### src/design/cltkh_pkg.sv
// ----------------------------------------------------------------------------
// cltkh_pkg
// shared sizes, entry type, codes and the controller/datapath interface
// ----------------------------------------------------------------------------
package cltkh_pkg;

  localparam int MAX_ENTRIES  = 64;
  localparam int KEY_BITS     = 32;
  localparam int PAYLOAD_BITS = 32;

  localparam int SLOTS  = MAX_ENTRIES + 1;
  localparam int ADDR_W = $clog2(SLOTS);
  localparam int IDX_W  = ADDR_W + 1;
  localparam int CNT_W  = $clog2(SLOTS + 1);
  localparam int CAP_W  = 7;

  localparam logic FUNC_INSERT = 1'b0;
  localparam logic FUNC_REMOVE = 1'b1;

  localparam logic STATUS_OK        = 1'b0;
  localparam logic STATUS_EMPTY_ERR = 1'b1;

  typedef struct packed {
    logic [PAYLOAD_BITS-1:0] payload;
    logic [KEY_BITS-1:0]     key;
  } entry_t;

  localparam int ENTRY_W = $bits(entry_t);

  // controller -> datapath strobes
  typedef struct packed {
    logic accept;     // latch error flag for the new beat
    logic set_err;    // remove on an empty heap
    logic start_ins;  // new entry into the hole at the tail
    logic up_rd;      // read the parent of the hole
    logic up_move;    // parent drops into the hole
    logic place;      // moving entry lands in the hole
    logic pop_rd;     // read the last slot, shrink the count
    logic pop_ld;     // last slot becomes the moving entry, hole at root
    logic dn_rdl;     // read left child
    logic dn_rdr;     // check left child, read right child
    logic dn_move;    // smaller child rises into the hole
    logic load_out;   // capture the result beat
  } cmd_t;

  // datapath -> controller flags
  typedef struct packed {
    logic empty;
    logic cap_zero;
    logic pos_zero;
    logic up_lt;
    logic over_cap;
    logic l_valid;
    logic dn_take;
  } sts_t;

endpackage

### src/design/cltkh_ctrl.sv
// ----------------------------------------------------------------------------
// cltkh_ctrl
// sequencer for insert, sift up, pop and sift down; owns the beat handshakes
// ----------------------------------------------------------------------------
module cltkh_ctrl
  import cltkh_pkg::*;
(
  input  logic clk,
  input  logic rst_n,
  input  logic in_tvalid,
  output logic in_tready,
  input  logic in_func,
  output logic out_tvalid,
  input  logic out_tready,
  output cmd_t cmd,
  input  sts_t sts
);

  typedef enum logic [8:0] {
    S_IDLE   = 9'b000000001,
    S_UP_RD  = 9'b000000010,
    S_UP_CMP = 9'b000000100,
    S_POP_RD = 9'b000001000,
    S_POP_LD = 9'b000010000,
    S_DN_RDL = 9'b000100000,
    S_DN_RDR = 9'b001000000,
    S_DN_CMP = 9'b010000000,
    S_FIN    = 9'b100000000
  } state_t;

  state_t state_r, state_nxt;
  logic   out_valid_r, out_valid_nxt;
  logic   in_fire;

  // no beat is taken while reset is held
  assign in_tready  = rst_n && (state_r == S_IDLE);
  assign in_fire    = in_tvalid && in_tready;
  assign out_tvalid = out_valid_r;

  always_comb begin
    cmd       = '0;
    state_nxt = state_r;
    unique case (state_r)
      S_IDLE: begin
        if (in_fire) begin
          cmd.accept = 1'b1;
          if (in_func == FUNC_INSERT) begin
            if (sts.cap_zero) begin
              state_nxt = S_FIN;
            end else begin
              cmd.start_ins = 1'b1;
              state_nxt     = S_UP_RD;
            end
          end else begin
            if (sts.empty) begin
              cmd.set_err = 1'b1;
              state_nxt   = S_FIN;
            end else begin
              cmd.pop_rd = 1'b1;
              state_nxt  = S_POP_LD;
            end
          end
        end
      end
      S_UP_RD: begin
        if (sts.pos_zero) begin
          cmd.place = 1'b1;
          state_nxt = sts.over_cap ? S_POP_RD : S_FIN;
        end else begin
          cmd.up_rd = 1'b1;
          state_nxt = S_UP_CMP;
        end
      end
      S_UP_CMP: begin
        if (sts.up_lt) begin
          cmd.up_move = 1'b1;
          state_nxt   = S_UP_RD;
        end else begin
          cmd.place = 1'b1;
          state_nxt = sts.over_cap ? S_POP_RD : S_FIN;
        end
      end
      S_POP_RD: begin
        cmd.pop_rd = 1'b1;
        state_nxt  = S_POP_LD;
      end
      S_POP_LD: begin
        cmd.pop_ld = 1'b1;
        state_nxt  = sts.empty ? S_FIN : S_DN_RDL;
      end
      S_DN_RDL: begin
        if (sts.l_valid) begin
          cmd.dn_rdl = 1'b1;
          state_nxt  = S_DN_RDR;
        end else begin
          cmd.place = 1'b1;
          state_nxt = S_FIN;
        end
      end
      S_DN_RDR: begin
        cmd.dn_rdr = 1'b1;
        state_nxt  = S_DN_CMP;
      end
      S_DN_CMP: begin
        if (sts.dn_take) begin
          cmd.dn_move = 1'b1;
          state_nxt   = S_DN_RDL;
        end else begin
          cmd.place = 1'b1;
          state_nxt = S_FIN;
        end
      end
      S_FIN: begin
        if (!out_valid_r || out_tready) begin
          cmd.load_out = 1'b1;
          state_nxt    = S_IDLE;
        end
      end
      default: begin
        state_nxt = S_IDLE;
      end
    endcase
  end

  always_comb begin
    out_valid_nxt = out_valid_r;
    priority if (cmd.load_out) begin
      out_valid_nxt = 1'b1;
    end else if (out_tready) begin
      out_valid_nxt = 1'b0;
    end else begin
      out_valid_nxt = out_valid_r;
    end
  end

  always_ff @(posedge clk) begin
    if (!rst_n) begin
      state_r     <= S_IDLE;
      out_valid_r <= 1'b0;
    end else begin
      state_r     <= state_nxt;
      out_valid_r <= out_valid_nxt;
    end
  end

  // a remove on an empty heap goes straight to the result
  a_empty_remove: assert property (@(posedge clk) disable iff (!rst_n)
    (in_fire && in_func == FUNC_REMOVE && sts.empty) |=> (state_r == S_FIN))
    else $error("empty remove did not go to result");

endmodule

### config.mk
export PLATFORM = sky130hd
export DESIGN_NAME = cltkh_ctrl
export DESIGN_NICKNAME = d
export VERILOG_FILES = /design/src/design/cltkh_pkg.sv /design/src/design/cltkh_ctrl.sv
export SDC_FILE = /design/constraint.sdc
export NUM_CORES = 1
export LEC_CHECK = 0
export BUFFER_PORTS_ARGS = -buffer_cell sky130_fd_sc_hd__buf_2
export CAP_MARGIN = 25
export CORE_ASPECT_RATIO = 0.9
export CORE_MARGIN = 2
export CORE_UTILIZATION = 45
export CTS_BUF_LIST = sky130_fd_sc_hd__clkbuf_4 sky130_fd_sc_hd__clkbuf_8
export DETAILED_ROUTE_END_ITERATION = 7
export GPL_TIMING_DRIVEN = 0
export PLACE_DENSITY = 0.76
export SETUP_SLACK_MARGIN = 0.15
export SYNTH_ARGS = -nofsm -noshare
export SYNTH_HDL_FRONTEND = slang
export SYNTH_SLANG_ARGS = --single-unit
### constraint.sdc
create_clock -name clk -period 1.65 [get_ports clk]
set_clock_uncertainty 0.1 [all_clocks]
set_input_delay 0.0825 -clock clk [delete_from_list [all_inputs] [get_ports clk]]
set_output_delay 0.0825 -clock clk [all_outputs]
set_load 0.005 [all_outputs]
## Word-level counts from Yosys, hierarchy flattened

Index checks and enable logic that the tools add are counted.

- Flip-flop bits (word level): 10
- Input port bits: 12
- Output and inout bits: 14
- Word-level logic and storage cells: 60

- Equal/unequal tests: 11
- Mux-type cells: 41
- Reduce and logical (&&, ||, !) cells: 6

Operator list:

| operator | count |
|---|---|
| 9-bit two-way mux | 11 |
| 9-bit case mux with 9 select lines | 1 |
| 1-bit two-way mux | 25 |
| 9-bit by 1-bit == test with 1-bit output, second input constant | 1 |
| 9-bit by 2-bit == test with 1-bit output, second input constant | 1 |
| 9-bit by 3-bit == test with 1-bit output, second input constant | 1 |
| 9-bit by 4-bit == test with 1-bit output, second input constant | 1 |
| 9-bit by 5-bit == test with 1-bit output, second input constant | 1 |
| 9-bit by 6-bit == test with 1-bit output, second input constant | 1 |
| 9-bit by 7-bit == test with 1-bit output, second input constant | 1 |
| 9-bit by 8-bit == test with 1-bit output, second input constant | 1 |
| 9-bit == test, second input constant | 1 |
| 3-bit two-way mux | 2 |
| 2-bit inequality test, second input constant | 2 |
| 1-bit case mux with 4 select lines | 1 |
| 1-bit logical AND | 2 |
| 1-bit case mux with 2 select lines | 1 |
| 2-bit AND reduction | 1 |
| 2-bit nonzero test | 1 |
| 1-bit zero test | 1 |
| 1-bit logical OR | 1 |

## Longest topological paths before layout

Gate-level depths: netlist (run 1).

- Depth in word-level cells: 5
- Mapped depth: 6
- Mapped depth without buffers: 5

## Worst setup path before layout (run 1)

No wires, ideal clock.

- Path type: register to register
- Start: reg state_r[1]
- End: reg state_r[8]
- Setup time: 127 ps
- Arrival time: 1356 ps
- Required time: 1423 ps
- Slack: 67 ps
- Cell stages (with the launch flop): 7
- Buffers on the path: 1
- Clock period less this slack: 1583 ps
- Cell sequence: dfxtp_1 > buf_6 > xor2_1 > a211o_1 > a211o_1 > a22oi_2 > a31oi_1

- Longest elaborated chain between the ends: 5
- Elaborated cells between the ends (all ways): 15
- Those cells by class: eq/ne (11); mux (1); reduce/logical (3)

Ends and longest elaborated chain:

| what | RTL line | source |
|---|---|---|
| start, declared | cltkh_ctrl.sv:31 | `state_t state_r, state_nxt;` |
| start signal, assigned | cltkh_ctrl.sv:141 | `state_r <= state_nxt;` |
| 9-bit by 1-bit == test with 1-bit output | cltkh_ctrl.sv:36, cltkh_ctrl.sv:43 |  |
| 1-bit logical AND | cltkh_ctrl.sv:36 | `assign in_tready = rst_n && (state_r == S_IDLE);` |
| 1-bit logical AND | cltkh_ctrl.sv:37 | `assign in_fire = in_tvalid && in_tready;` |
| 2-bit inequality test (no source line) | - |  |
| 2-bit AND reduction (no source line) | - |  |

Several ways; a longest one is shown, not always the timed one.
A chain may end at the register's enable or synchronous reset.

==> out/results.ini, run 1 <==
[global_routing]
grt_pass1_vias=847
gr-total-overflow=0
grt_pass1_wl_um=3770
grt_start_max_net_pins=11
antenna_found_initial=0
track_usage_pct=27.2

[worst_setup_path]
startpoint=state_r[2]
timing.rr.start=state_r[2]
r2r_setup_slack_ns=-0.21
arrival_ns=1.86
required_ns=1.47
path_class=reg2out
end_kind=output pin
critPathLaunchType=flop
crit_path_max_fanout=4

[layout]
final_area_um2=1220
antennaDiodeCount=0
area_delta_synth_final_pct=67.2
fin_util_pct=82.7
nets=146
regArea_um2=209
fill_cells=79
multi_input_area_um2=597
drive_gt1_share_pct=57.1

[timing]
layout_setup_ws_ns=-0.397
period_share_pct=124
max_freq_ghz=0.488
rsz0062_at_grt=yes
hold_slack_ns=0.0207
final-setup-viol-count=18
slew_violations=0
setup_tns_ns=-3.97
layout_min_cycle_time_ns=2.05
worst_slew_pin_slew_ns=0.572
final_hold_viol_count=0
maxSlewHeadroom_pct=61.8

[pwr]
irDropWorstVdd_v=0.000473
p_leak_nw=0.603
power_density_nw_per_um2=567

[floorplan]
rows=13
ios=26
dieArea_um2=1970
die_y_um=42.3
core_um2=1480
initial_core_util_pct=49.5
die_w_um=46.5

[synth]
synthFlopType=dfxtp_1
yosysWarnings=0
netlist_top_cells_count=dfxtp_1, nand2_1, nor2_1
syn_area_um2=732
netlist.area_leader.share_pct=27.4
synth_fp_nets=100
synth_edf_count=0
yosysSeqAreaShare_pct=27.4
synth_cell_types=42
syn-instance-count=88
synthTopCellsByArea=dfxtp_1, nand2_1, nor4b_2
async_flop_share_pct=0
synth-seq-cells=10
yosys.area.top_type=dfxtp_1
syn_area_per_cell_um2=8.32
yosysMostFrequentCell=dfxtp_1

[clock_network]
cts_max_level=1
clock_sinks=10
clk_latency_ns=0.28
clk_pin_slew_ns=0.06
root_buffer=clkbuf_4
cts_buffer_depth=2
cts_buffers=3
cts_tree=done

[placed_design]
dpl_worst_slack_ns=-0.0959
place_area_um2=888
numPortBuffers=25
dpl.hpwl_um=1370
gp_congestion=0.740

[detailed_routing]
wirelength_um=2650
drtIter0Drc=26
ant_nets=0
route.vias.total=917
vias_per_cell=5.92
drcViolationCount=0
firstDrtPassIters=4
wire_per_inst_um=17.1

[worst_hold_path]
min_from=rst_n
worstHoldPathType=in2reg

[job]
max_cap_viol_count=0

[status]
status=finished with violations
violations=negative setup slack

[kinds of logic after synthesis]
group	count (synthesis)	synth area share [%]
compound gates	18	18.8
simple gates	50	45.5
xor+xnor	1	1.20
buf+inv	9	7.18
flops	10	27.4
[sequential cells by signal (all words and copies together) (netlist names)]
| name | cells |
|---|---|
| state_r | 9 |
| out_tvalid | 1 |
[through the flow]
step | power [mW] | std cells
floorplan | 0.341 | 88
global placement | 0.382 | 135
detailed placement | 0.388 | 135
CTS | 0.662 | 152
global route | 0.722 | 155
finish | 0.694 | 155
[layout make-up]
class,count,share of cell area [%]
Buffer,3,2.45
Clock buffer,4,2.97
Inverter,6,1.84
Multi-Input combinational cell,69,48.8
Sequential cell,10,17.1
Tap cell,22,2.25
Timing Repair Buffer,41,24.6
[cell usage in the layout, fill, tap and decap left out, types with 2 or more instances in the layout]
cell / n
nand2b_1: 2
nor4b_4: 2
buf_6: 7
inv_1: 4
and2_4: 2
and3_1: 2
o21a_1: 2
and2_1: 2
buf_4: 11
clkbuf_4: 3
nor3b_1: 2
nor2_4: 2
dlygate4sd3_1: 2
dfxtp_1: 7
nor2b_1: 3
nand2_1: 7
a21oi_1: 5
nor3_4: 2
buf_2: 22
a211o_1: 2
nor2_1: 4
dfxtp_4: 2
nand2_4: 3
inv_2: 2
[worst max-delay path, cell delays in order, from the launching register on]
cell and delay [ns]:
dfxtp_2 0.32, buf_6 0.11, nor4_4 0.29, and3_4 0.25, and2_4 0.17, nand2_4 0.07
o32ai_2 0.22, buf_2 0.16
[timing repair]
item / in CTS / in global routing
resized for setup: 23 / 14
pin swaps: 9 / 6
endpoints found under the setup margin: 20 / 22
setup buffers: 11 / 2
hold buffers: 2 / 0
cloned: 0 / 1
endpoints found under the hold margin: 2 / 0
[power by group]
group	internal (mW)	switching (mW)	leakage [nW]
sequential	0.246	0.00843	0.0830
clock	0.134	0.0970	0.0210
combinational	0.0994	0.108	0.499
total	0.480	0.214	0.603
[per-layer routing]
layer | wire [um] | GRT usage, % | vias to the layer above | part of all wire, %
met4 | 71 | 14.3 | 0 | 2.7
met1 | 1080 | 31.9 | 453 | 41
met3 | 224 | 11.6 | 10 | 8.5
met2 | 1270 | 40.8 | 46 | 48
met5 | 0 | 0 | - | 0
li1 | - | - | 408 | -
[final timing paths]
check / endpoint / cells past startpoint
setup / recovery: cmd[5] / 7
hold / removal: state_r[3] / 3
setup reg to reg: state_r[7] / 8
hold reg to reg: state_r[4] / 2
Power figures use the tool's default switching activity.
==> inputs of run 2 (changes only) <==
--- a/config.mk
+++ b/config.mk
@@ -9,11 +9,10 @@
 export CAP_MARGIN = 25
 export CORE_ASPECT_RATIO = 0.9
 export CORE_MARGIN = 2
-export CORE_UTILIZATION = 45
+export CORE_UTILIZATION = 30
 export CTS_BUF_LIST = sky130_fd_sc_hd__clkbuf_4 sky130_fd_sc_hd__clkbuf_8
 export DETAILED_ROUTE_END_ITERATION = 7
 export GPL_TIMING_DRIVEN = 0
-export PLACE_DENSITY = 0.76
 export SETUP_SLACK_MARGIN = 0.15
 export SYNTH_ARGS = -nofsm -noshare
 export SYNTH_HDL_FRONTEND = slang
==> constraint.sdc (replaced) <==
create_clock -name clk -period 1.65 [get_ports clk]
set_clock_uncertainty 0.1 [all_clocks]
set_input_delay 0.0825 -clock clk [delete_from_list [all_inputs] [get_ports clk]]
set_output_delay 0.0825 -clock clk [all_outputs]
set_load 0.05 [all_outputs]
==> run 2 against run 1 <==
Compared with the run above: the flow still finishes with violations (negative setup slack); fmax shrank 4.8%; critical path depth unchanged; design area up 12%; first-iteration DRC count shrank 42%; clock power barely moved; register-to-register slack got worse by 0.16 ns; combinational power up 23%; non-clock buffer count is 6 higher; utilization down 22 points; via count shrank 6.1%; count of clock-buffer cells in the layout did not move; critical endpoint unchanged.
==> out/results.ini, run 2 (synthesized netlist as in run 1, its figures left out) <==
[detailed_routing]
drtIter0Drc=15
ant_nets=0
wire_per_inst_um=14.5
drcViolationCount=0
route.vias.total=861
firstDrtPassIters=4
wirelength_um=2410
vias_per_cell=5.19

[placed_design]
gp_congestion=0.790
numPortBuffers=25
dpl.cell_count=140
place_area_um2=972
dpl.hpwl_um=1490
dpl_worst_slack_ns=-0.321

[timing]
slew_violations=0
layout_setup_ws_ns=-0.501
final-setup-viol-count=20
maxSlewHeadroom_pct=70.9
hold_slack_ns=0.0241
period_share_pct=130
worst_slew_pin_slew_ns=0.435
layout_min_cycle_time_ns=2.15
final_hold_viol_count=0
max_freq_ghz=0.465
rsz0062_at_grt=yes

[layout]
final_common_cell=buf_4
final_area_um2=1370
area_delta_synth_final_pct=87.4
regArea_um2=208
regMostFlops=state_r
stdcell_count=166
multi_input_area_um2=623
antennaDiodeCount=0
largest_reg_flops=9
nets=152
drive_gt1_share_pct=61.2
fin_util_pct=61.2
final_cell_mix=buf_4, buf_2, buf_6
fill_cells=205

[floorplan]
die_y_um=50.9
core_um2=2240
rows=16
ios=26
dieArea_um2=2850
die_w_um=56.1
initial_core_util_pct=32.6

[clock_network]
clk_latency_ns=0.27
cts_buffers=3
cts_max_level=1
clock_sinks=10
root_buffer=clkbuf_4
cts_tree=done
clk_pin_slew_ns=0.07
cts_buffer_depth=2

[worst_setup_path]
critPathLaunchType=flop
max_stage_delay_ns=0.37
cp_top_family=simple AND/OR/NAND/NOR gates
required_ns=1.47
path_cells=buf_6 > nor4_4 > and3_4 > and2_4 > nand2_4 > o32ai_4 > buf_6
critPathBufInv=2
cpMostUsedCell=buf_6
cpMaxStageDelayCell=nor4_4
path_class=reg2out
arrival_ns=1.97
crit_path_max_fanout=4
end_kind=output pin

[pwr]
power_density_nw_per_um2=539
p_leak_nw=0.602
irDropWorstVdd_v=0.000369

[worst_hold_path]
worstHoldPathType=in2reg

[status]
status=finished with violations
violations=negative setup slack

[job]
max_cap_viol_count=0

[global_routing]
grt_pass1_vias=859
grt_start_max_net_pins=11
track_usage_pct=17.7
antenna_found_initial=0
gr-total-overflow=0
grt_pass1_wl_um=3920

run 2: final cells by class:
class | instances | share of cell area [%]
buffer | 3 | 2.19
clock buffer | 4 | 2.65
inverter | 6 | 1.92
multi-input combinational | 69 | 45.4
sequential | 10 | 15.1
tap | 27 | 2.46
timing repair buffer | 47 | 30.2
run 2: what timing repair did:
item | in CTS | in global routing
setup endpoints to repair | 20 | 23
hold buffers | 2 | 0
gates resized for setup | 40 | 12
pin swaps | 9 | 9
endpoints found under the hold margin | 2 | 0
buffers inserted | 15 | 5
run 2: layer usage:
layer	vias to the layer above	GRT usage [%]	wire [um]
li1	420	-	-
met1	403	21.1	996
met2	34	29.4	1240
met3	4	5.06	137
met4	0	8.73	40
met5	-	0	0
run 2: path summary, 6_finish.rpt:
| path | startpoint | endpoint | slack (ns) | cells past startpoint |
|---|---|---|---|---|
| max | state_r[1] | cmd[5] | -0.50 | 7 |
| max reg2reg | state_r[1] | state_r[4] | -0.37 | 9 |
| min | rst_n | state_r[5] | 0.02 | 2 |
| min reg2reg | state_r[3] | state_r[4] | 0.56 | 2 |
run 2: per-stage QoR:
stage	TNS (ns)	power [mW]
global placement	-1.52	0.437
detailed placement	-1.62	0.439
CTS	-4.45	0.731
finish	-6.01	0.739
floorplan	-1.00	0.391
global route	-7.77	0.768
run 2: where the power goes:
part	switching (mW)	internal [mW]
logic	0.135	0.121
clock network	0.0971	0.134
registers	0.00652	0.246
==> inputs of run 3 (changes only) <==
==> constraint.sdc (replaced) <==
create_clock -name clk -period 1.65 [get_ports clk]
set_clock_uncertainty 0.1 [all_clocks]
set_input_delay 0.33 -clock clk [delete_from_list [all_inputs] [get_ports clk]]
set_output_delay 0.33 -clock clk [all_outputs]
set_load 0.05 [all_outputs]
==> run 3 against run 2 <==
Compared with the run above: the flow still finishes with violations (negative setup slack); sequential cell count stayed put; non-clock buffer count up 4; global-route usage decreased by 1.0 points; routed wire length up 2.1%; via count up 2.2%; count of clock-buffer cells in the layout is 1 lower; register-to-register slack got worse by 0.23 ns; clock power shrank 23%; largest power group unchanged.
==> out/results.ini, run 3 (synthesized netlist as in run 1, its figures left out) <==
[timing]
period_share_pct=140
layout_min_cycle_time_ns=2.32
layout_setup_ws_ns=-0.668
max_freq_ghz=0.431
final_hold_viol_count=0
maxSlewHeadroom_pct=67.4
rsz0062_at_grt=yes
worst_slew_pin_slew_ns=0.488
slew_violations=0
setup_tns_ns=-9.92
final-setup-viol-count=19

[worst_setup_path]
r2r_cells=13
worstReg2RegEnd=state_r[4]
timing.rr.start=state_r[2]
critPathLaunchType=flop
r2r_setup_slack_ns=-0.60
startpoint=state_r[2]
end_kind=output pin
path_class=reg2out
required_ns=1.22
crit_path_max_fanout=6
arrival_ns=1.89

[floorplan]
core_um2=2240
dieArea_um2=2850
rows=16
ios=26
die_y_um=50.9
die_w_um=56.1
initial_core_util_pct=32.6

[global_routing]
grt_start_max_net_pins=11
gr-total-overflow=0
grt_pass1_wl_um=3630
grt_pass1_vias=802
track_usage_pct=16.7
antenna_found_initial=0

[clock_network]
cts_max_level=1
root_buffer=clkbuf_4
cts_buffers=3
clock_sinks=10
cts_tree=done
cts_buffer_depth=2
clk_latency_ns=0.27
clk_pin_slew_ns=0.07

[status]
status=finished with violations
violations=negative setup slack

[layout]
regMostFlops=state_r
final_common_cell=buf_4
drive_gt1_share_pct=66.9
nets=156
fin_util_pct=63.1
stdcell_count=169
area_delta_synth_final_pct=93.3
antennaDiodeCount=0
final_cell_mix=buf_4, buf_6, buf_2
largest_reg_flops=9

[placed_design]
dpl.hpwl_um=1450
dpl.cell_count=140
gp_congestion=0.849
numPortBuffers=25

[detailed_routing]
drt-met1-wl_um=1070
ant_nets=0
drcViolationCount=0
wl_met3_um=116
vias_per_cell=5.21
wl_met2_um=1240
firstDrtPassIters=4
route.vias.total=880
highest_layer=met4
wire_per_inst_um=14.6
drtIter0Drc=22
wirelength_um=2460

[worst_hold_path]
worstHoldPathType=in2reg
hold_path_end=state_r[3]
min_from=sts[2]
whs_path_depth=3

[pwr]
irDropWorstVdd_v=0.000361
power.total_mw=0.711
p_leak_nw=0.620
power_density_nw_per_um2=503

[job]
max_cap_viol_count=0

run 3: how the worst max path moves through the flow:
| stage | to | slack [ns] | depth (start not counted) |
|---|---|---|---|
| after floorplan | cmd[5] | -0.55 | 6 |
| after global placement | cmd[6] | -0.57 | 6 |
| after detailed placement | cmd[6] | -0.57 | 7 |
| after CTS | cmd[5] | -0.70 | 7 |
| after global routing | cmd[6] | -0.74 | 8 |
| final | cmd[6] | -0.67 | 8 |
run 3: repair_timing:
| item | in CTS | in global routing |
|---|---|---|
| buffers inserted | 12 | 14 |
| hold buffers | 0 | 0 |
| gates resized for setup | 35 | 27 |
| pin swaps | 9 | 11 |
| cloned | 0 | 0 |
| endpoints found under the setup margin | 19 | 21 |
run 3: cell type report:
cell class / count / area, um2
plain buffers: 3 / 33.8
clock buffers: 3 / 22.5
fillers: 175 / 827
inverters: 6 / 28.8
multi-input cells: 69 / 641
flip-flops and latches: 10 / 211
well taps: 27 / 33.8
repair buffers: 51 / 444
run 3: critical path, cell delays in order (launching register included):
cell and delay [ns]:
dfxtp_2 0.32, buf_6 0.12, nor4_4 0.29, buf_4 0.18, nand2_4 0.06, nor4b_4 0.29
a21oi_2 0.11, nand2_2 0.09, buf_8 0.15
run 3: report_power, final:
part           switching, mW  leakage (nW)  internal [mW]
Clock                 0.0938        0.0138         0.0846
Sequential           0.00707        0.0841          0.246
Combinational          0.147         0.522          0.132
Total                  0.248         0.620          0.463
run 3: stage by stage:
| step | worst slack, ns | hold slack [ns] | instance area, um2 |
|---|---|---|---|
| floorplan | -0.555 | 0.328 | 822 |
| global placement | -0.571 | 0.465 | 981 |
| detailed placement | -0.571 | 0.473 | 981 |
| CTS | -0.700 | 0.195 | 1210 |
| global route | -0.743 | 0.190 | 1420 |
| finish | -0.668 | 0.186 | 1420 |
run 3: per-layer routing:
metal	vias to the layer above	global-route usage (%)
li1	428	-
met1	418	20.2
met2	29	28.4
met3	5	3.54
met4	0	7.94
met5	-	0
